[config.mk]
export PLATFORM = sky130hd
export DESIGN_NAME = i2c_master_bit_engine
export DESIGN_NICKNAME = d
export VERILOG_FILES = /design/src/i2cbe_pkg.sv /design/src/i2cbe_front.sv /design/src/i2cbe_queue.sv /design/src/i2cbe_back.sv /design/src/i2c_master_bit_engine.sv
export VERILOG_INCLUDE_DIRS = /design/src /design/src/src
export SDC_FILE = /design/constraint.sdc
export NUM_CORES = 1
export LEC_CHECK = 0
export BUFFER_PORTS_ARGS = -buffer_cell sky130_fd_sc_hd__buf_2
export CORE_MARGIN = 5
export CORE_UTILIZATION = 62
export CTS_BUF_LIST = sky130_fd_sc_hd__clkbuf_4 sky130_fd_sc_hd__clkbuf_8
export CTS_CLUSTER_SIZE = 30
export DETAILED_ROUTE_END_ITERATION = 10
export GPL_TIMING_DRIVEN = 0
export MAX_ROUTING_LAYER = met4
export PLACE_DENSITY_LB_ADDON = 0.1
export SYNTH_ARGS = -nofsm -noshare
export SYNTH_HDL_FRONTEND = slang
export SYNTH_HIERARCHICAL = 1
export SYNTH_SLANG_ARGS = --single-unit
[constraint.sdc]
create_clock -name i_clk -period 3.9 [get_ports i_clk]
set_clock_uncertainty 0.15 [all_clocks]
set_input_delay 1.17 -clock i_clk [delete_from_list [all_inputs] [get_ports i_clk]]
set_output_delay 1.17 -clock i_clk [all_outputs]
set_load 0.01 [all_outputs]
[src/i2c_master_bit_engine_defines.svh]
// Assertion macros for the I2C master bit engine
`ifndef I2C_MASTER_BIT_ENGINE_DEFINES_SVH
`define I2C_MASTER_BIT_ENGINE_DEFINES_SVH

// clocked check, off while reset is asserted
`define I2CBE_ASSERT(lbl, clk, rst_n, prop, msg) \
    lbl: assert property (@(posedge clk) disable iff (!rst_n) prop) else $error(msg);

// clocked check, also live during reset
`define I2CBE_ASSERT_ALWAYS(lbl, clk, prop, msg) \
    lbl: assert property (@(posedge clk) prop) else $error(msg);

`endif

[src/i2cbe_pkg.sv]
// Shared types, command codes and slot tables for the I2C master bit engine
package i2cbe_pkg;

    localparam int PHASE_W = 10;
    localparam int DATA_W  = 8;
    localparam int FUNC_W  = 3;
    localparam int SLOT_W  = 5;

    localparam int QUEUE_DEPTH = 2;
    localparam int QPTR_W      = (QUEUE_DEPTH > 1) ? $clog2(QUEUE_DEPTH) : 1;
    localparam int QCNT_W      = $clog2(QUEUE_DEPTH + 1);

    localparam logic [FUNC_W-1:0] CMD_START   = 3'd0;
    localparam logic [FUNC_W-1:0] CMD_STOP    = 3'd1;
    localparam logic [FUNC_W-1:0] CMD_WRITE   = 3'd2;
    localparam logic [FUNC_W-1:0] CMD_READ    = 3'd3;
    localparam logic [FUNC_W-1:0] CMD_SENDACK = 3'd4;
    localparam logic [FUNC_W-1:0] CMD_GETACK  = 3'd5;

    localparam logic [PHASE_W-1:0] PHASE_RESET = 10'd5;

    localparam logic [SLOT_W-1:0] SLOTS_START = 5'd2;
    localparam logic [SLOT_W-1:0] SLOTS_STOP  = 5'd3;
    localparam logic [SLOT_W-1:0] SLOTS_WRITE = 5'd24;
    localparam logic [SLOT_W-1:0] SLOTS_READ  = 5'd16;
    localparam logic [SLOT_W-1:0] SLOTS_ACK   = 5'd2;

    // one tick word after classification
    typedef struct packed {
        logic              go;
        logic [FUNC_W-1:0] func;
        logic [DATA_W-1:0] load;
        logic              sda_in;
    } t_tick;

    // one result word
    typedef struct packed {
        logic              ack;
        logic [DATA_W-1:0] rd_data;
        logic              done;
        logic              busy;
        logic              sda_enable;
        logic              sda_level;
        logic              scl;
    } t_res;

    function automatic logic [SLOT_W-1:0] slot_total(input logic [FUNC_W-1:0] cmd);
        logic [SLOT_W-1:0] total;
        unique case (cmd)
            CMD_START: total = SLOTS_START;
            CMD_STOP:  total = SLOTS_STOP;
            CMD_WRITE: total = SLOTS_WRITE;
            CMD_READ:  total = SLOTS_READ;
            default:   total = SLOTS_ACK;
        endcase
        return total;
    endfunction

    // SCL-high slot that samples SDA
    function automatic logic slot_samples(input logic [FUNC_W-1:0] cmd,
                                          input logic [SLOT_W-1:0] s);
        logic hit;
        unique case (cmd)
            CMD_READ:   hit = s[0];
            CMD_GETACK: hit = (s == SLOT_W'(1));
            default:    hit = 1'b0;
        endcase
        return hit;
    endfunction

endpackage

[src/i2cbe_front.sv]
// Front end: takes tick words, decodes the command and preloads the shift byte
`include "i2c_master_bit_engine_defines.svh"

module i2cbe_front (
    input  logic                   i_clk,
    input  logic                   i_rst_n,
    input  logic                   i_s_tvalid,
    output logic                   o_s_tready,
    input  logic [15:0]            i_s_tdata,  // wr_data[7:0], ack_to_send[8], sda_in[9]
    input  logic [3:0]             i_s_tuser,  // cmd_valid[0], func[3:1]
    input  logic                   i_full,
    output logic                   o_push,
    output i2cbe_pkg::t_tick       o_tick
);
    import i2cbe_pkg::*;

    logic              cmd_valid;
    logic [FUNC_W-1:0] func;
    logic [DATA_W-1:0] wr_data;
    logic              ack_to_send;

    assign cmd_valid   = i_s_tuser[0];
    assign func        = i_s_tuser[3:1];
    assign wr_data     = i_s_tdata[7:0];
    assign ack_to_send = i_s_tdata[8];

    assign o_s_tready = !i_full;
    assign o_push     = i_s_tvalid && !i_full;

    always_comb begin
        o_tick.go     = cmd_valid && (func <= CMD_GETACK);
        o_tick.func   = func;
        o_tick.sda_in = i_s_tdata[9];
        unique case (func)
            CMD_WRITE:   o_tick.load = wr_data;
            CMD_SENDACK: o_tick.load = {{(DATA_W-1){1'b0}}, ack_to_send};
            default:     o_tick.load = '0;
        endcase
    end

    // i_clk and i_rst_n only feed the checks below
    `I2CBE_ASSERT(a_front_no_push_full, i_clk, i_rst_n,
        i_full |-> !o_push, "front pushed into full queue")

endmodule

[src/i2cbe_queue.sv]
// Short register queue between front end and bus sequencer
module i2cbe_queue (
    input  logic             i_clk,
    input  logic             i_rst_n,
    input  logic             i_push,
    input  i2cbe_pkg::t_tick i_tick,
    output logic             o_full,
    output logic             o_valid,
    output i2cbe_pkg::t_tick o_head,
    input  logic             i_pop
);
    import i2cbe_pkg::*;

    t_tick             r_mem [QUEUE_DEPTH];
    logic [QPTR_W-1:0] r_wr_ptr, n_wr_ptr;
    logic [QPTR_W-1:0] r_rd_ptr, n_rd_ptr;
    logic [QCNT_W-1:0] r_count, n_count;
    logic              do_push, do_pop;

    assign o_full  = (r_count == QCNT_W'(QUEUE_DEPTH));
    assign o_valid = (r_count != '0);
    assign o_head  = r_mem[r_rd_ptr];
    assign do_push = i_push && !o_full;
    assign do_pop  = i_pop && o_valid;

    always_comb begin
        n_wr_ptr = r_wr_ptr;
        n_rd_ptr = r_rd_ptr;
        n_count  = r_count;
        if (do_push) begin
            n_wr_ptr = (r_wr_ptr == QPTR_W'(QUEUE_DEPTH-1)) ? '0 : r_wr_ptr + QPTR_W'(1);
        end
        if (do_pop) begin
            n_rd_ptr = (r_rd_ptr == QPTR_W'(QUEUE_DEPTH-1)) ? '0 : r_rd_ptr + QPTR_W'(1);
        end
        if (do_push && !do_pop) begin
            n_count = r_count + QCNT_W'(1);
        end else if (do_pop && !do_push) begin
            n_count = r_count - QCNT_W'(1);
        end
    end

    always_ff @(posedge i_clk) begin
        if (!i_rst_n) begin
            r_wr_ptr <= '0;
            r_rd_ptr <= '0;
            r_count  <= '0;
        end else begin
            r_wr_ptr <= n_wr_ptr;
            r_rd_ptr <= n_rd_ptr;
            r_count  <= n_count;
        end
    end

    always_ff @(posedge i_clk) begin
        if (do_push) begin
            r_mem[r_wr_ptr] <= i_tick;
        end
    end

endmodule

[src/i2cbe_back.sv]
// Bus sequencer: slot timing, line drive, byte shifting and result register
`include "i2c_master_bit_engine_defines.svh"

module i2cbe_back (
    input  logic                  i_clk,
    input  logic                  i_rst_n,
    input  logic                  i_cfg_wen,
    input  logic [9:0]            i_cfg_wdata,
    input  logic                  i_valid,
    input  i2cbe_pkg::t_tick      i_tick,
    output logic                  o_pop,
    output logic                  o_m_tvalid,
    input  logic                  i_m_tready,
    output i2cbe_pkg::t_res       o_res
);
    import i2cbe_pkg::*;

    logic [PHASE_W-1:0] r_phase;
    logic [FUNC_W-1:0]  r_cmd, n_cmd;
    logic               r_busy, n_busy;
    logic [SLOT_W-1:0]  r_slot, n_slot;
    logic [1:0]         r_sub, n_sub;       // slot index mod 3
    logic [PHASE_W-1:0] r_tick, n_tick;
    logic [DATA_W-1:0]  r_shift, n_shift;
    logic               r_scl, n_scl;
    logic               r_sda, n_sda;
    logic               r_sda_en, n_sda_en;
    logic [DATA_W-1:0]  r_rd, n_rd;
    logic               r_ack, n_ack;
    logic               n_done;
    logic               r_out_valid;
    t_res               r_out;

    logic [PHASE_W-1:0] plen;
    logic [SLOT_W-1:0]  slot_inc;
    logic [1:0]         sub_inc;
    logic               do_slot;
    logic [FUNC_W-1:0]  s_cmd;
    logic [SLOT_W-1:0]  s_idx;
    logic [1:0]         s_sub;
    logic               fire;

    assign plen     = (r_phase == '0) ? PHASE_W'(1) : r_phase;
    assign slot_inc = r_slot + SLOT_W'(1);
    assign sub_inc  = (r_sub == 2'd2) ? 2'd0 : r_sub + 2'd1;
    assign fire     = i_valid && (!r_out_valid || i_m_tready);
    assign o_pop    = fire;

    always_comb begin
        n_cmd    = r_cmd;
        n_busy   = r_busy;
        n_slot   = r_slot;
        n_sub    = r_sub;
        n_tick   = r_tick;
        n_shift  = r_shift;
        n_scl    = r_scl;
        n_sda    = r_sda;
        n_sda_en = r_sda_en;
        n_rd     = r_rd;
        n_ack    = r_ack;
        n_done   = 1'b0;
        do_slot  = 1'b0;
        s_cmd    = r_cmd;
        s_idx    = slot_inc;
        s_sub    = sub_inc;

        if (r_busy) begin
            if (r_tick >= plen) begin
                n_slot = slot_inc;
                n_sub  = sub_inc;
                n_tick = PHASE_W'(1);
                if (slot_inc >= slot_total(r_cmd)) begin
                    if (r_cmd != CMD_STOP) begin
                        n_scl = 1'b0;
                    end
                    if (r_cmd == CMD_READ) begin
                        n_rd = r_shift;
                    end
                    n_busy = 1'b0;
                    n_done = 1'b1;
                end else begin
                    do_slot = 1'b1;
                end
            end else begin
                n_tick = r_tick + PHASE_W'(1);
            end
        end else if (i_tick.go) begin
            n_cmd   = i_tick.func;
            n_busy  = 1'b1;
            n_slot  = '0;
            n_sub   = 2'd0;
            n_tick  = PHASE_W'(1);
            n_shift = i_tick.load;
            do_slot = 1'b1;
            s_cmd   = i_tick.func;
            s_idx   = '0;
            s_sub   = 2'd0;
        end

        if (do_slot) begin
            unique case (s_cmd)
                CMD_START: begin
                    if (s_idx == '0) begin
                        n_sda_en = 1'b1;
                        n_sda    = 1'b1;
                        n_scl    = 1'b1;
                    end else begin
                        n_sda = 1'b0;
                    end
                end
                CMD_STOP: begin
                    if (s_idx == '0) begin
                        n_sda_en = 1'b1;
                        n_scl    = 1'b0;
                        n_sda    = 1'b0;
                    end else if (s_idx == SLOT_W'(1)) begin
                        n_scl = 1'b1;
                    end else begin
                        n_sda = 1'b1;
                    end
                end
                CMD_WRITE: begin
                    if (s_idx == '0) begin
                        n_sda_en = 1'b1;
                    end
                    if (s_sub == 2'd0) begin
                        n_scl = 1'b0;
                    end else if (s_sub == 2'd1) begin
                        n_sda   = n_shift[DATA_W-1];
                        n_shift = {n_shift[DATA_W-2:0], 1'b0};
                    end else begin
                        n_scl = 1'b1;
                    end
                end
                CMD_READ: begin
                    if (s_idx == '0) begin
                        n_sda_en = 1'b0;
                    end
                    n_scl = s_idx[0];
                end
                CMD_SENDACK: begin
                    if (s_idx == '0) begin
                        n_scl    = 1'b0;
                        n_sda_en = 1'b1;
                        n_sda    = n_shift[0];
                    end else begin
                        n_scl = 1'b1;
                    end
                end
                default: begin
                    if (s_idx == '0) begin
                        n_scl    = 1'b0;
                        n_sda_en = 1'b0;
                    end else begin
                        n_scl = 1'b1;
                    end
                end
            endcase
        end

        if (n_busy && (n_tick == plen) && slot_samples(n_cmd, n_slot)) begin
            if (n_cmd == CMD_READ) begin
                n_shift = {n_shift[DATA_W-2:0], i_tick.sda_in};
            end else begin
                n_ack = i_tick.sda_in;
            end
        end
    end

    always_ff @(posedge i_clk) begin
        if (!i_rst_n) begin
            r_phase     <= PHASE_RESET;
            r_cmd       <= CMD_START;
            r_busy      <= 1'b0;
            r_slot      <= '0;
            r_sub       <= 2'd0;
            r_tick      <= '0;
            r_shift     <= '0;
            r_scl       <= 1'b1;
            r_sda       <= 1'b1;
            r_sda_en    <= 1'b1;
            r_rd        <= '0;
            r_ack       <= 1'b1;
            r_out_valid <= 1'b0;
        end else begin
            if (i_cfg_wen) begin
                r_phase <= i_cfg_wdata;
            end
            if (fire) begin
                r_cmd       <= n_cmd;
                r_busy      <= n_busy;
                r_slot      <= n_slot;
                r_sub       <= n_sub;
                r_tick      <= n_tick;
                r_shift     <= n_shift;
                r_scl       <= n_scl;
                r_sda       <= n_sda;
                r_sda_en    <= n_sda_en;
                r_rd        <= n_rd;
                r_ack       <= n_ack;
                r_out_valid <= 1'b1;
            end else if (i_m_tready) begin
                r_out_valid <= 1'b0;
            end
        end
    end

    always_ff @(posedge i_clk) begin
        if (fire) begin
            r_out.scl        <= n_scl;
            r_out.sda_level  <= n_sda;
            r_out.sda_enable <= n_sda_en;
            r_out.busy       <= n_busy;
            r_out.done       <= n_done;
            r_out.rd_data    <= n_rd;
            r_out.ack        <= n_ack;
        end
    end

    assign o_m_tvalid = r_out_valid;
    assign o_res      = r_out;

    `I2CBE_ASSERT(a_done_not_busy, i_clk, i_rst_n,
        (r_out_valid && r_out.done) |-> !r_out.busy, "done word still shows busy")
    `I2CBE_ASSERT(a_tick_in_slot, i_clk, i_rst_n,
        r_busy |-> ((r_tick != '0) && (r_tick <= plen)), "slot tick count out of range")
    `I2CBE_ASSERT(a_slot_in_cmd, i_clk, i_rst_n,
        r_busy |-> (r_slot < slot_total(r_cmd)), "slot index past end of command")
    `I2CBE_ASSERT(a_sub_mod3, i_clk, i_rst_n,
        r_busy |-> (r_sub != 2'd3), "bit phase counter out of range")

endmodule

[src/i2c_master_bit_engine.sv]
// I2C master bit engine top level: front end, tick queue and bus sequencer
// A tick word is queued, then moves from the queue head into the result register.
// Throughput: one tick word per cycle while the output is not stalled; the two-entry
// queue and the result register let input and output stall independently.
// Reset (synchronous, active low): bus idle with SCL and SDA high and driven,
// slot length 5 ticks, queue and result register empty.
module i2c_master_bit_engine (
    input  logic        i_clk,
    input  logic        i_rst_n,
    input  logic        i_cfg_wen,
    input  logic [9:0]  i_cfg_wdata,   // phase_length
    input  logic        i_s_tvalid,
    output logic        o_s_tready,
    input  logic [15:0] i_s_tdata,     // wr_data[7:0], ack_to_send[8], sda_in[9]
    input  logic [3:0]  i_s_tuser,     // cmd_valid[0], func[3:1]
    output logic        o_m_tvalid,
    input  logic        i_m_tready,
    output logic [15:0] o_m_tdata      // scl[0], sda_level[1], sda_enable[2], busy[3],
                                       // done[4], rd_data[12:5], ack_received[13]
);
    import i2cbe_pkg::*;

    t_tick push_tick;
    t_tick head_tick;
    t_res  res;
    logic  push;
    logic  full;
    logic  head_valid;
    logic  pop;

    i2cbe_front u_front (
        .i_clk      (i_clk),
        .i_rst_n    (i_rst_n),
        .i_s_tvalid (i_s_tvalid),
        .o_s_tready (o_s_tready),
        .i_s_tdata  (i_s_tdata),
        .i_s_tuser  (i_s_tuser),
        .i_full     (full),
        .o_push     (push),
        .o_tick     (push_tick)
    );

    i2cbe_queue u_queue (
        .i_clk   (i_clk),
        .i_rst_n (i_rst_n),
        .i_push  (push),
        .i_tick  (push_tick),
        .o_full  (full),
        .o_valid (head_valid),
        .o_head  (head_tick),
        .i_pop   (pop)
    );

    i2cbe_back u_back (
        .i_clk       (i_clk),
        .i_rst_n     (i_rst_n),
        .i_cfg_wen   (i_cfg_wen),
        .i_cfg_wdata (i_cfg_wdata),
        .i_valid     (head_valid),
        .i_tick      (head_tick),
        .o_pop       (pop),
        .o_m_tvalid  (o_m_tvalid),
        .i_m_tready  (i_m_tready),
        .o_res       (res)
    );

    assign o_m_tdata = {2'b00, res.ack, res.rd_data, res.done, res.busy,
                        res.sda_enable, res.sda_level, res.scl};

endmodule
### Word-level counts from Yosys, hierarchy flattened

Memories as Yosys holds them, arrays and structs flattened. A register that Yosys moved wholly into a read port is not among the register bits.
Index checks and enable logic that the tools add are counted.

* $add $sub $neg: 7
* $lt $le $gt $ge: 3
* equality and inequality tests: 18
* muxes and demuxes: 77
* reductions and logical operators: 25

Operators with widths (count)
* $mux W8: 12
* $mux W10: 4
* $mux W1: 39
* $mux W5: 7
* $mux W2: 8
* $pmux W8 S2: 1
* $eq A3 B2 Y1 const B: 5
* $pmux W5 S3: 1
* $add A10 B1 Y10 const B: 1
* $eq A10 B10 Y1: 1
* $eq A5 B1 Y1 const B: 2
* $ge A10 B10 Y1: 1
* $logic_not A10 Y1: 1
* $eq A3 B3 Y1 const B: 3
* $logic_and A1 B1 Y1: 9
* $pmux W1 S4: 2
* $reduce_bool A2 Y1: 4
* $eq A3 B1 Y1 const B: 2
* $mux W3: 2
* $add A5 B1 Y5 const B: 1
* $ge A5 B5 Y1: 1
* $logic_not A5 Y1: 1
* $add A2 B1 Y2 const B: 2
* $eq A2 B2 Y1 const B: 2
* other kinds (14): 18

* bits in registers: 70
* RAM bits: 26
* bits of input ports: 35
* output and inout port bits: 18
* logic and storage cells: 154
* memories kept: 1

Memory list
* u_queue.r_mem: depth 2, bits a word 13, rd ports 1, clocked after memory_dff 1, wr ports 1, RTL line i2cbe_queue.sv:14 `t_tick r_mem [QUEUE_DEPTH];`

### Logic depth before layout (Yosys ltp)

Gate-level depths: netlist of run 1.

* word-level depth: 13
* mapped depth: 13
* gate-level depth less buffers: 12

### Cells and area by module

Netlist of run 1, hierarchy kept.

By module, submodules not included
* i2cbe_back: times used 1, cells each 540, area each 4369.2 sq um
* i2cbe_queue: times used 1, cells each 65, area each 1168.6 sq um
* i2cbe_front: times used 1, cells each 18, area each 130.1 sq um
* i2c_master_bit_engine: times used 1, cells each 3, area each 18.8 sq um

### Worst setup path after synthesis of run 1

No wires, ideal clock.

* path kind: in2reg
* start point: in i_m_tready
* end point: reg u_queue.r_count[1]
* library setup time: 0.070 ns
* arrival time: 3.351 ns
* required time: 3.680 ns
* slack: 0.329 ns
* cell stages on the path: 9
* path buffers: 2
* path through: nand2b_1 > nand2_1 > inv_1 > clkbuf_1 > buf_1 > o21ai_1 > ha_1 > or3_1 > a21boi_1

* longest elaborated chain between the ends: 6
* elaborated cells between the ends (all ways): 8
* classes of those cells: mux: 1; reduce/logical: 7

RTL lines
* start, declared: RTL line i2c_master_bit_engine.sv:17 `input logic i_m_tready,`
* $logic_or A1 B1 Y1 *: RTL line i2cbe_back.sv:46 `assign fire = i_valid && (!r_out_valid || i_m_tready);`
* $logic_and A1 B1 Y1 *: RTL line i2cbe_back.sv:46
* via pop: RTL line i2c_master_bit_engine.sv:29 `logic pop;`
* $logic_and A1 B1 Y1 *: RTL line i2cbe_queue.sv:24 `assign do_pop = i_pop && o_valid;`
* $logic_not A1 Y1: RTL line i2cbe_queue.sv:36 `if (do_push && !do_pop) begin`
* $logic_and A1 B1 Y1: RTL line i2cbe_queue.sv:36
* $mux W2 / $reduce_bool A2 Y1 (equally long branches)
* end signal, assigned: RTL line i2cbe_queue.sv:51 `r_count <= n_count;`
* end, declared: RTL line i2cbe_queue.sv:17 `logic [QCNT_W-1:0] r_count, n_count;`

Mark *: on every way through the listed nets, which the timed path passes. The rest lies on a longest branch.
A chain may end at the register's enable or synchronous reset.

### Worst setup path in the final report of run 1

Same ends and word-level chain as after synthesis.

==> key figures, run 1 <==
CTS
  • Root Buffer: clkbuf_8
  • Clock buffer depth: 2
  • Clk sinks: between 90 and 100
  • Hold-fix buffers, CTS: 0
  • CTS tree: built
  • Clock transition at path regs: ~0.1 ns
  • Insertion delay to the later sink of the worst-skew pair: approximately 0.37 ns
  • TritonCTS buffer count: 9
  • Htree depth: 3

Drt
  • Met3 routed wirelength: 1036 um
  • Detailed Route Iter0 Violations: 480
  • Routed met2 length: just over 7000 um
  • DRT antenna net count: 0
  • Total number of vias: just over 5k
  • Met1 wire length: roughly 6100 um
  • Vias/cell: 6.309
  • DR DRC count: 0
  • Drt total wl: roughly 15,000 um
  • WL per Instance: 18.43 um
  • DR top layer: met4
  • DR pass1 iterations: 7

STA
  • Pins Over Slew Limit: 0
  • Min cycle time layout: 3.728 ns
  • RSZ-0062 raised after global routing: no
  • Endpoints failing setup: 0
  • Tcrit/Tclk final: between 90 and 100%
  • Worst Tran Pin Value: 1.048 ns
  • Hold violation count in the final report: 0
  • Setup TNS: 0 ns
  • Achievable Freq: roughly 270 MHz
  • Relative slew slack: between 20 and 30%
  • Slack of the critical path: between 0.15 and 0.2 ns

Power
  • Power Dens Cells: 650.4 mW/mm^2
  • Final Total Pwr: 4.088 mW
  • VDD IR max: ~0.36 mV
  • Leak: roughly 2.4 nW

Floorplanning
  • FP Rows: 35
  • Die X: around 110 um
  • Die Height: 105.8 um
  • Core Box Area: about 0.009 mm^2
  • Die ar.: between 0.01 and 0.015 mm^2
  • Initial Util: between 60% and 70%
  • IO Pins: 53

Worst setup path
  • Critical path capture point type: register
  • Reg2Reg Setup Slack: 0.28 ns
  • CP startpoint kind: primary input
  • RR Endpoint: u_back/o_res[0]$_DFFE_PP_
  • Critical-path maximum fanout: 24
  • WP data arrival: roughly 3.9 ns
  • Worst Reg-to-Reg Cells: 11
  • Worst Path Required: just over 4 ns
  • Setup CP Type: primary input to register

GRT
  • Vias in the first global route: between 4k and 5k
  • First-pass GRT wire length: roughly 24,000 um
  • All-Layer GR Usage: between 20% and 30%
  • Initial antenna violation count: 0
  • Pin count of the biggest net entering global routing: 25
  • Final global-route overflow total: 0

Status
  • Status: finished, final reports clean

Synth
  • Synthesized flop and latch total: between 90 and 100
  • Dominant cell type by area after synthesis: edfxtp_1
  • Number of synthesized flops with an enable pin: 40
  • Yosys warnings: 6
  • Post-synthesis cell area: approximately 0.0057 mm^2
  • Synth top area cells: edfxtp_1 21%, dfxtp_1 20%, mux2_2 5.5%, nor2_1 5.0%, mux2i_1 4.0%
  • Post-synth ARST share: 0%
  • Yosys cell types: 80
  • Sequential area share after synthesis: 41.19%
  • Syn Area/Cell: 9.084 um^2
  • Area share of the largest cell type after synthesis: 21.12%
  • Post-Synthesis Cells: 626
  • Top FF cell, synth: dfxtp_1

Placement
  • I/O Buffers: 43
  • Placer Congestion: approximately 0.97
  • Post-DP HPWL: approximately 11,000 um
  • Post-Place Setup Slack: -0.6017 ns

Final layout
  • Filler cell count: between 700 and 800
  • Share of layout cells above drive strength 1: just over 20%
  • Total Nets Final: between 700 and 800
  • Commonest non-fill, non-tap cell in the layout: nor2_1
  • Most frequent cells in the layout: 75 x nor2_1, 56 x dfxtp_1, 51 x buf_2, 51 x nand2_1, 40 x edfxtp_1
  • N_diodes: 0
  • P&R area growth vs syn: 10.54%

Min path
  • Worst hold stages: 2
  • Hold wc startpoint: u_back/r_rd[7]$_SDFFE_PN0P_
  • Hold crit path type: register to register
  • Hold Path End: u_back/r_rd[7]$_SDFFE_PN0P_

Run
  • Total of max-cap violations: 0
==> stage by stage <==
step	area (um^2)	cells	hold WS, ns	util (%)
finish	6286	799	0.3521	69.01
detailed placement	6045	781	0.3253	66.36
CTS	6237	797	0.3501	68.48
global route	6286	799	0.3669	69.01
global placement	6045	781	0.3146	66.36
floorplan	5690	627	0.2927	-
==> flip-flops by register name, indices dropped and copies added, names as in the netlist, 2 cells and up, named ones only <==
name	flops
u_back/o_res	14
u_back/r_slot	5
u_queue/r_mem	26
u_back/r_phase	10
u_back/r_sub	2
u_queue/r_count	2
u_back/r_tick	10
u_back/r_shift	8
u_back/r_cmd	3
u_back/r_rd	8
==> per-layer routing <==
metal  global-route usage [%]  up-vias
met1                    33.92     2367
met4                    10.45        0
met2                    46.13      236
li1                         -     2388
met3                    4.532       50
met5                        -        -
==> synth_stat cells, drive strengths merged, types with 12 or more instances <==
master / instances
a21oi: 36
mux2i: 23
nand2: 51
inv: 24
ha: 17
edfxtp: 40
buf: 21
o21ai: 31
dfxtp: 57
nor2: 77
nand3: 21
mux2: 29
nor3: 28
clkbuf: 18
and2: 12
==> cell type report <==
cell class | count | area, um^2 | area share [%]
clock inverters | 7 | 61.31 | 0.9753
multi-input cells | 466 | 3092 | 49.18
clock buffers | 9 | 123.9 | 1.971
inverters | 25 | 93.84 | 1.493
repair buffers | 45 | 230.2 | 3.662
flip-flops and latches | 97 | 2344 | 37.28
well taps | 111 | 138.9 | 2.209
plain buffers | 39 | 202.7 | 3.225
==> worst max-delay path: stages <==
cell             delay [ns]
buf_2                  0.07
nand2b_1               0.10
nand2_1                0.13
inv_1                  0.09
clkbuf_1               0.49
clkdlybuf4s15_2        0.73
o21ai_1                0.22
ha_1                   0.37
or3_1                  0.36
a21boi_1               0.14
==> cells by family (layout without fill, tap and decap cells) <==
| kind of cell | after synthesis | count (layout) | synth area share (%) |
|---|---|---|---|
| other cells | 1 | 2 | 0.06594 |
| xor+xnor | 12 | 12 | 1.848 |
| flops | 97 | 97 | 41.19 |
| compound gates | 150 | 150 | 18.20 |
| simple gates | 233 | 233 | 20.09 |
| fa+ha+maj | 17 | 17 | 3.740 |
| mux | 52 | 52 | 9.791 |
| buf+inv | 64 | 125 | 5.082 |
==> power breakdown <==
part | internal [mW] | switching (mW)
Combinational | 0.709 | 1.20
Sequential | 1.36 | 0.181
Clock | 0.243 | 0.386
==> worst max-delay path by stage <==
stage / start / endpoint / cells after the start
final: i_m_tready / u_queue/r_count[1]$_SDFFE_PN0P_ / 10
after global routing: u_back/r_phase[9]$_SDFFE_PN0P_ / u_back/o_res[13]$_DFFE_PP_ / 11
after CTS: u_back/r_phase[9]$_SDFFE_PN0P_ / u_back/o_res[13]$_DFFE_PP_ / 11
after detailed placement: i_m_tready / u_queue/r_count[1]$_SDFFE_PN0P_ / 11
after global placement: i_m_tready / u_queue/r_count[1]$_SDFFE_PN0P_ / 10
after floorplan: i_m_tready / u_queue/r_count[1]$_SDFFE_PN0P_ / 9
==> repair_timing <==
item,CTS,global route
gates resized for setup,2,7
setup buffers,0,2
endpoints found under the setup margin,2,3
pin swaps,0,1
(Power assumes the default switching activity.)
==> run 2: changes to the inputs <==
- SETUP_SLACK_MARGIN: unset -> 0.3
- clock period: 3.9 -> 4.21 ns (I/O delays scaled with it)
==> run 2 against run 1 <==
  * Sequential power shrank 8%
  * Die area unchanged
  * Cell count did not move
  * Global-route usage unchanged
  * Clock power down 7.0%
  * Critical path depth stayed put
  * Utilization shrank 0.12 points
  * First-iteration DRC count fell by 6.7%
  * Highest routed layer unchanged
==> key figures, run 2 (same netlist as run 1, synthesis figures left out) <==
GRT
  • Final global-route overflow total: 0
  • Initial antenna violation count: 0
  • All-Layer GR Usage: 27.69%
  • First-pass GRT wire length: ~24,000 um
  • Vias in the first global route: roughly 4.9k
  • Pin count of the biggest net entering global routing: 25

CTS
  • Root Buffer: clkbuf_8
  • Clock transition at path regs: 0.10 ns
  • Insertion delay to the later sink of the worst-skew pair: 0.37 ns
  • Clock buffer depth: 2
  • Htree depth: 3
  • Clk sinks: 97
  • TritonCTS buffer count: 9
  • CTS tree: built

STA
  • Achievable Freq: about 260 MHz
  • Hold violation count in the final report: 0
  • Tcrit/Tclk final: between 90% and 100%
  • Setup TNS: 0 ns
  • Min cycle time layout: approximately 3.8 ns
  • Worst Tran Pin Value: ~1.1 ns
  • Pins Over Slew Limit: 0
  • RSZ-0062 raised after global routing: yes
  • Slack of the critical path: 0.4199 ns
  • Endpoints failing setup: 0
  • Relative slew slack: 29.23%

Floorplanning
  • Die Height: between 100 and 150 um
  • Die ar.: 0.01119 mm^2
  • FP Rows: 35
  • Die X: ~110 um
  • Core Box Area: 0.009109 mm^2
  • IO Pins: 53
  • Initial Util: between 60 and 70%

Worst setup path
  • CP startpoint kind: primary input
  • RR Endpoint: u_back/o_res[13]$_DFFE_PP_
  • Worst Reg-to-Reg Cells: 11
  • Setup CP Type: primary input to register
  • WP data arrival: between 3 and 4 ns
  • Critical-path maximum fanout: 24
  • Reg2Reg Setup Slack: 0.53 ns
  • FF-to-FF Start: u_back/r_phase[9]$_SDFFE_PN0P_
  • Worst Path Required: approximately 4.4 ns
  • Critical path capture point type: register

Drt
  • Drt total wl: between 10,000 and 15,000 um
  • Total number of vias: roughly 5.1k
  • DR pass1 iterations: 5
  • DR DRC count: 0
  • WL per Instance: about 18 um
  • Detailed Route Iter0 Violations: between 400 and 500
  • DRT antenna net count: 0
  • Vias/cell: 6.328

Placement
  • Post-Place Setup Slack: -0.3847 ns
  • Placed Area: slightly above 0.006 mm^2
  • I/O Buffers: between 40 and 50
  • Placer Congestion: a little under 1
  • Placed Cells: just under 800
  • Post-DP HPWL: roughly 11,000 um

Final layout
  • Layout Cells excl Fill: 799
  • P&R area growth vs syn: 10.34%
  • Max reg flops: 26
  • Share of layout cells above drive strength 1: between 20% and 30%
  • Most frequent cells in the layout: 75 x nor2_1, 56 x dfxtp_1, 51 x buf_2, 51 x nand2_1, 40 x edfxtp_1
  • Largest Register: u_queue/r_mem
  • Commonest non-fill, non-tap cell in the layout: nor2_1
  • N_diodes: 0
  • Post-route cell area: approximately 0.0063 mm^2
  • Total Nets Final: 735

Status
  • Status: finished, final reports clean

Power
  • Power Dens Cells: 602.1 mW/mm^2
  • Leak: about 2.4 nW
  • Final Total Pwr: approximately 3.8 mW
  • VDD IR max: between 0.3 and 0.4 mV

Run
  • Total of max-cap violations: 0

Min path
  • Hold wc startpoint: u_back/r_phase[0]$_SDFFE_PN1P_
  • Worst hold stages: 2
  • Hold Path End: u_back/r_phase[0]$_SDFFE_PN1P_
  • Hold crit path type: register to register
==> run 2: changes by cell type in the layout (fill, tap and decap cells not counted) <==
cell,before,now
clkdlybuf4s15_2,1,0
clkdlybuf4s18_2,0,1
nor4_2,3,2
mux2i_2,2,1
mux2i_1,21,22
nor4_1,4,5
==> run 2: metal layers <==
layer | track usage (%) | part of all wire, % | vias up
met1 | 33.92 | 42 | 2391
met2 | 46.13 | 48 | 223
met3 | 4.532 | 6.7 | 49
met4 | 10.45 | 3.8 | 0
li1 | - | - | 2393
met5 | - | 0 | -
==> run 2: timing repair <==
action                                  in CTS  in global routing
endpoints found under the setup margin       2                  2
hold buffers                                 0                  0
pin swaps                                    0                  1
gates resized for setup                      2                  6
buffers inserted                             0                  2
==> run 2: layout make-up <==
cell class,count,area (um^2)
multi-input cells,466,3082
fillers,780,2834
flip-flops and latches,97,2344
repair buffers,45,230.2
plain buffers,39,201.4
well taps,111,138.9
clock buffers,9,123.9
inverters,25,93.84
clock inverters,7,61.31
==> run 2: worst max-delay path, cell delays in order <==
cell and delay, ns:
buf_2 0.07, nand2b_1 0.10, nand2_1 0.13, inv_1 0.09, clkbuf_1 0.49, clkdlybuf4s18_2 0.71
o21ai_1 0.22, ha_1 0.37, or3_1 0.36, a21boi_1 0.14
==> run 2: power by group <==
part	leakage, nW	total [mW]	internal (mW)	switching, mW
logic	1.43	1.76	0.653	1.11
registers	0.844	1.43	1.26	0.164
clock network	0.0884	0.585	0.225	0.360
==> run 2: worst max path at each step <==
stage                                         startpoint  cells after the start                               to
final                                         i_m_tready                     10  u_queue/r_count[1]$_SDFFE_PN0P_
after global routing                            register                     10   u_back/r_shift[6]$_SDFFE_PN0P_
after CTS                 u_back/r_phase[9]$_SDFFE_PN0P_                     11       u_back/o_res[13]$_DFFE_PP_
after detailed placement                      i_m_tready                     11  u_queue/r_count[1]$_SDFFE_PN0P_
after global placement                        i_m_tready                     10  u_queue/r_count[1]$_SDFFE_PN0P_
after floorplan                               i_m_tready                      9  u_queue/r_count[1]$_SDFFE_PN0P_
==> run 2: through the flow <==
stage / utilization (%) / hold slack (ns)
global route: 68.89 / 0.3669
finish: 68.89 / 0.3530
detailed placement: 66.36 / 0.3253
CTS: 68.48 / 0.3501
global placement: 66.36 / 0.3146
floorplan: - / 0.2927
==> run 3: changes to the inputs <==
- BUFFER_PORTS_ARGS: -buffer_cell sky130_fd_sc_hd__buf_2 -> unset
- CORE_UTILIZATION: 62 -> 66
- DONT_BUFFER_PORTS: unset -> 1
==> run 3 against run 2 <==
  * Total power down 2.7%
  * First-iteration DRC count grew 4.5%
  * Critical endpoint is now u_back/o_res[13]$_DFFE_PP_
  * Clock power shrank 1%
  * Worst hold slack got worse by 0.0060 ns
  * Register-to-register slack lost 0.04 ns
  * Non-clock buffer count is 45 lower
  * Wire length is 1.6% lower
  * Global-route usage up 1.7 points
  * Die area is 5.5% lower
  * Sequential share of layout area grew 1.5 points
  * Final area down 4.0%
  * Clock-buffer cell count stayed put
==> key figures, run 3 (same netlist as run 1, synthesis figures left out) <==
Final layout
  • P&R area growth vs syn: 5.963%
  • N_diodes: 0
  • Layout Utilization: 72.61%
  • Largest Register: u_queue/r_mem
  • Total Nets Final: 690
  • Share of layout cells above drive strength 1: between 10% and 20%
  • Max reg flops: 26
  • Most frequent cells in the layout: 75 x nor2_1, 56 x dfxtp_1, 51 x nand2_1, 40 x edfxtp_1, 33 x a21oi_1
  • Commonest non-fill, non-tap cell in the layout: nor2_1
  • Post-route cell area: roughly 0.006 mm^2

Drt
  • Vias/cell: 6.537
  • Total number of vias: around 4.9k
  • Drt total wl: 14,410 um
  • DR DRC count: 0
  • DR pass1 iterations: 5
  • DRT antenna net count: 0
  • Detailed Route Iter0 Violations: 468
  • WL per Instance: between 15 and 20 um

Power
  • VDD IR max: approximately 0.38 mV
  • Leak: between 2 and 2.5 nW
  • Power Dens Cells: 610.2 mW/mm^2

CTS
  • Postcts setup bufs: 0
  • Clk sinks: between 90 and 100
  • Clock transition at path regs: 0.10 ns
  • Insertion delay to the later sink of the worst-skew pair: 0.37 ns
  • Htree depth: 3
  • CTS tree: built
  • TritonCTS buffer count: 9
  • Clock buffer depth: 2
  • Root Buffer: clkbuf_8

STA
  • Achievable Freq: 268.6 MHz
  • Min cycle time layout: between 3 and 4 ns
  • Hold violation count in the final report: 0
  • Pins Over Slew Limit: 0
  • Endpoints failing setup: 0
  • RSZ-0062 raised after global routing: no
  • Tcrit/Tclk final: about nine tenths
  • Relative slew slack: between 20 and 30%
  • Worst Tran Pin Value: between 1 and 1.5 ns

Min path
  • Hold crit path type: register to register

Floorplanning
  • Initial Util: between 60% and 70%
  • Die Height: 102.8 um
  • Core Box Area: ~0.0083 mm^2
  • Die ar.: 0.01057 mm^2
  • FP Rows: 33
  • Die X: 102.8 um
  • IO Pins: 53

GRT
  • First-pass GRT wire length: 23,370 um
  • Pin count of the biggest net entering global routing: 25
  • Vias in the first global route: between 4k and 5k
  • All-Layer GR Usage: ~29%
  • Initial antenna violation count: 0
  • Final global-route overflow total: 0

Run
  • Total of max-cap violations: 0

Worst setup path
  • WP data arrival: 3.70 ns
  • Critical path capture point type: register
  • Worst Path Required: about 4.2 ns
  • Setup CP Type: register to register
  • Critical-path maximum fanout: 9
  • CP startpoint kind: register

Placement
  • Placed Area: between 0.005 and 0.006 mm^2
  • Placer Congestion: 0.9947
  • Post-DP HPWL: 10,690 um
  • I/O Buffers: 0

Status
  • Status: finished, final reports clean
-- run 3: final timing paths --
kind / start / to / slack (ns) / depth (start not counted)
hold / removal: u_back/r_phase[0]$_SDFFE_PN1P_ / u_back/r_phase[0]$_SDFFE_PN1P_ / 0.35 / 2
setup / recovery: u_back/r_phase[6]$_SDFFE_PN0P_ / u_back/o_res[13]$_DFFE_PP_ / 0.49 / 11
setup reg to reg: u_back/r_phase[6]$_SDFFE_PN0P_ / u_back/o_res[13]$_DFFE_PP_ / 0.49 / 11
hold reg to reg: u_back/r_phase[0]$_SDFFE_PN1P_ / u_back/r_phase[0]$_SDFFE_PN1P_ / 0.35 / 2
-- run 3: where the power goes --
group | internal, mW | switching (mW)
combinational | 0.600 | 1.04
sequential | 1.27 | 0.195
clock | 0.226 | 0.351
-- run 3: final cells by class --
class,instances,area (um^2)
clock buffers,9,123.9
inverters,25,93.84
clock inverters,7,61.31
fillers,644,2273
well taps,105,131.4
plain buffers,39,196.4
multi-input cells,466,3075
flip-flops and latches,97,2344
-- run 3: timing repair --
| action | in CTS | in global routing |
|---|---|---|
| hold endpoints to repair | 0 | 0 |
| endpoints found under the setup margin | 1 | 8 |
| hold buffers | 0 | 0 |
| gates resized for setup | 1 | 5 |
| cloned | 0 | 0 |
-- run 3: per-layer routing --
| metal | vias up | track usage (%) | routed length, um | part of all wire (%) |
|---|---|---|---|---|
| li1 | 2308 | - | - | - |
| met1 | 2272 | 35.85 | 5619 | 39 |
| met2 | 268 | 49.21 | 7117 | 49 |
| met3 | 42 | 4.668 | 1264 | 8.8 |
| met4 | 0 | 11.16 | 404 | 2.8 |
| met5 | - | - | 0 | 0 |
-- run 3: critical path, cell delays in order, from the launching register on --
cell and delay [ns]:
dfxtp_1 0.50, nor2_1 0.16, a31o_2 0.26, ha_1 0.27
nand2b_1 0.15, a21oi_2 0.22, o21ai_2 0.15, o21ai_4 0.34
a21oi_2 0.09, or3_4 0.43, nor4_1 0.37, mux2_1 0.39
-- run 3: per-stage QoR --
stage	instances	total power, mW	setup TNS (ns)	hold slack [ns]	worst slack (ns)
after global routing	748	3.919	0	0.3821	0.3030
after floorplan	627	2.639	0	0.2927	0.5460
after CTS	748	3.646	0	0.3550	0.3037
after detailed placement	732	3.063	-0.1427	0.3335	-0.1427
after global placement	732	3.012	-0.09631	0.3164	-0.09631
final	748	3.677	0	0.3470	0.4875
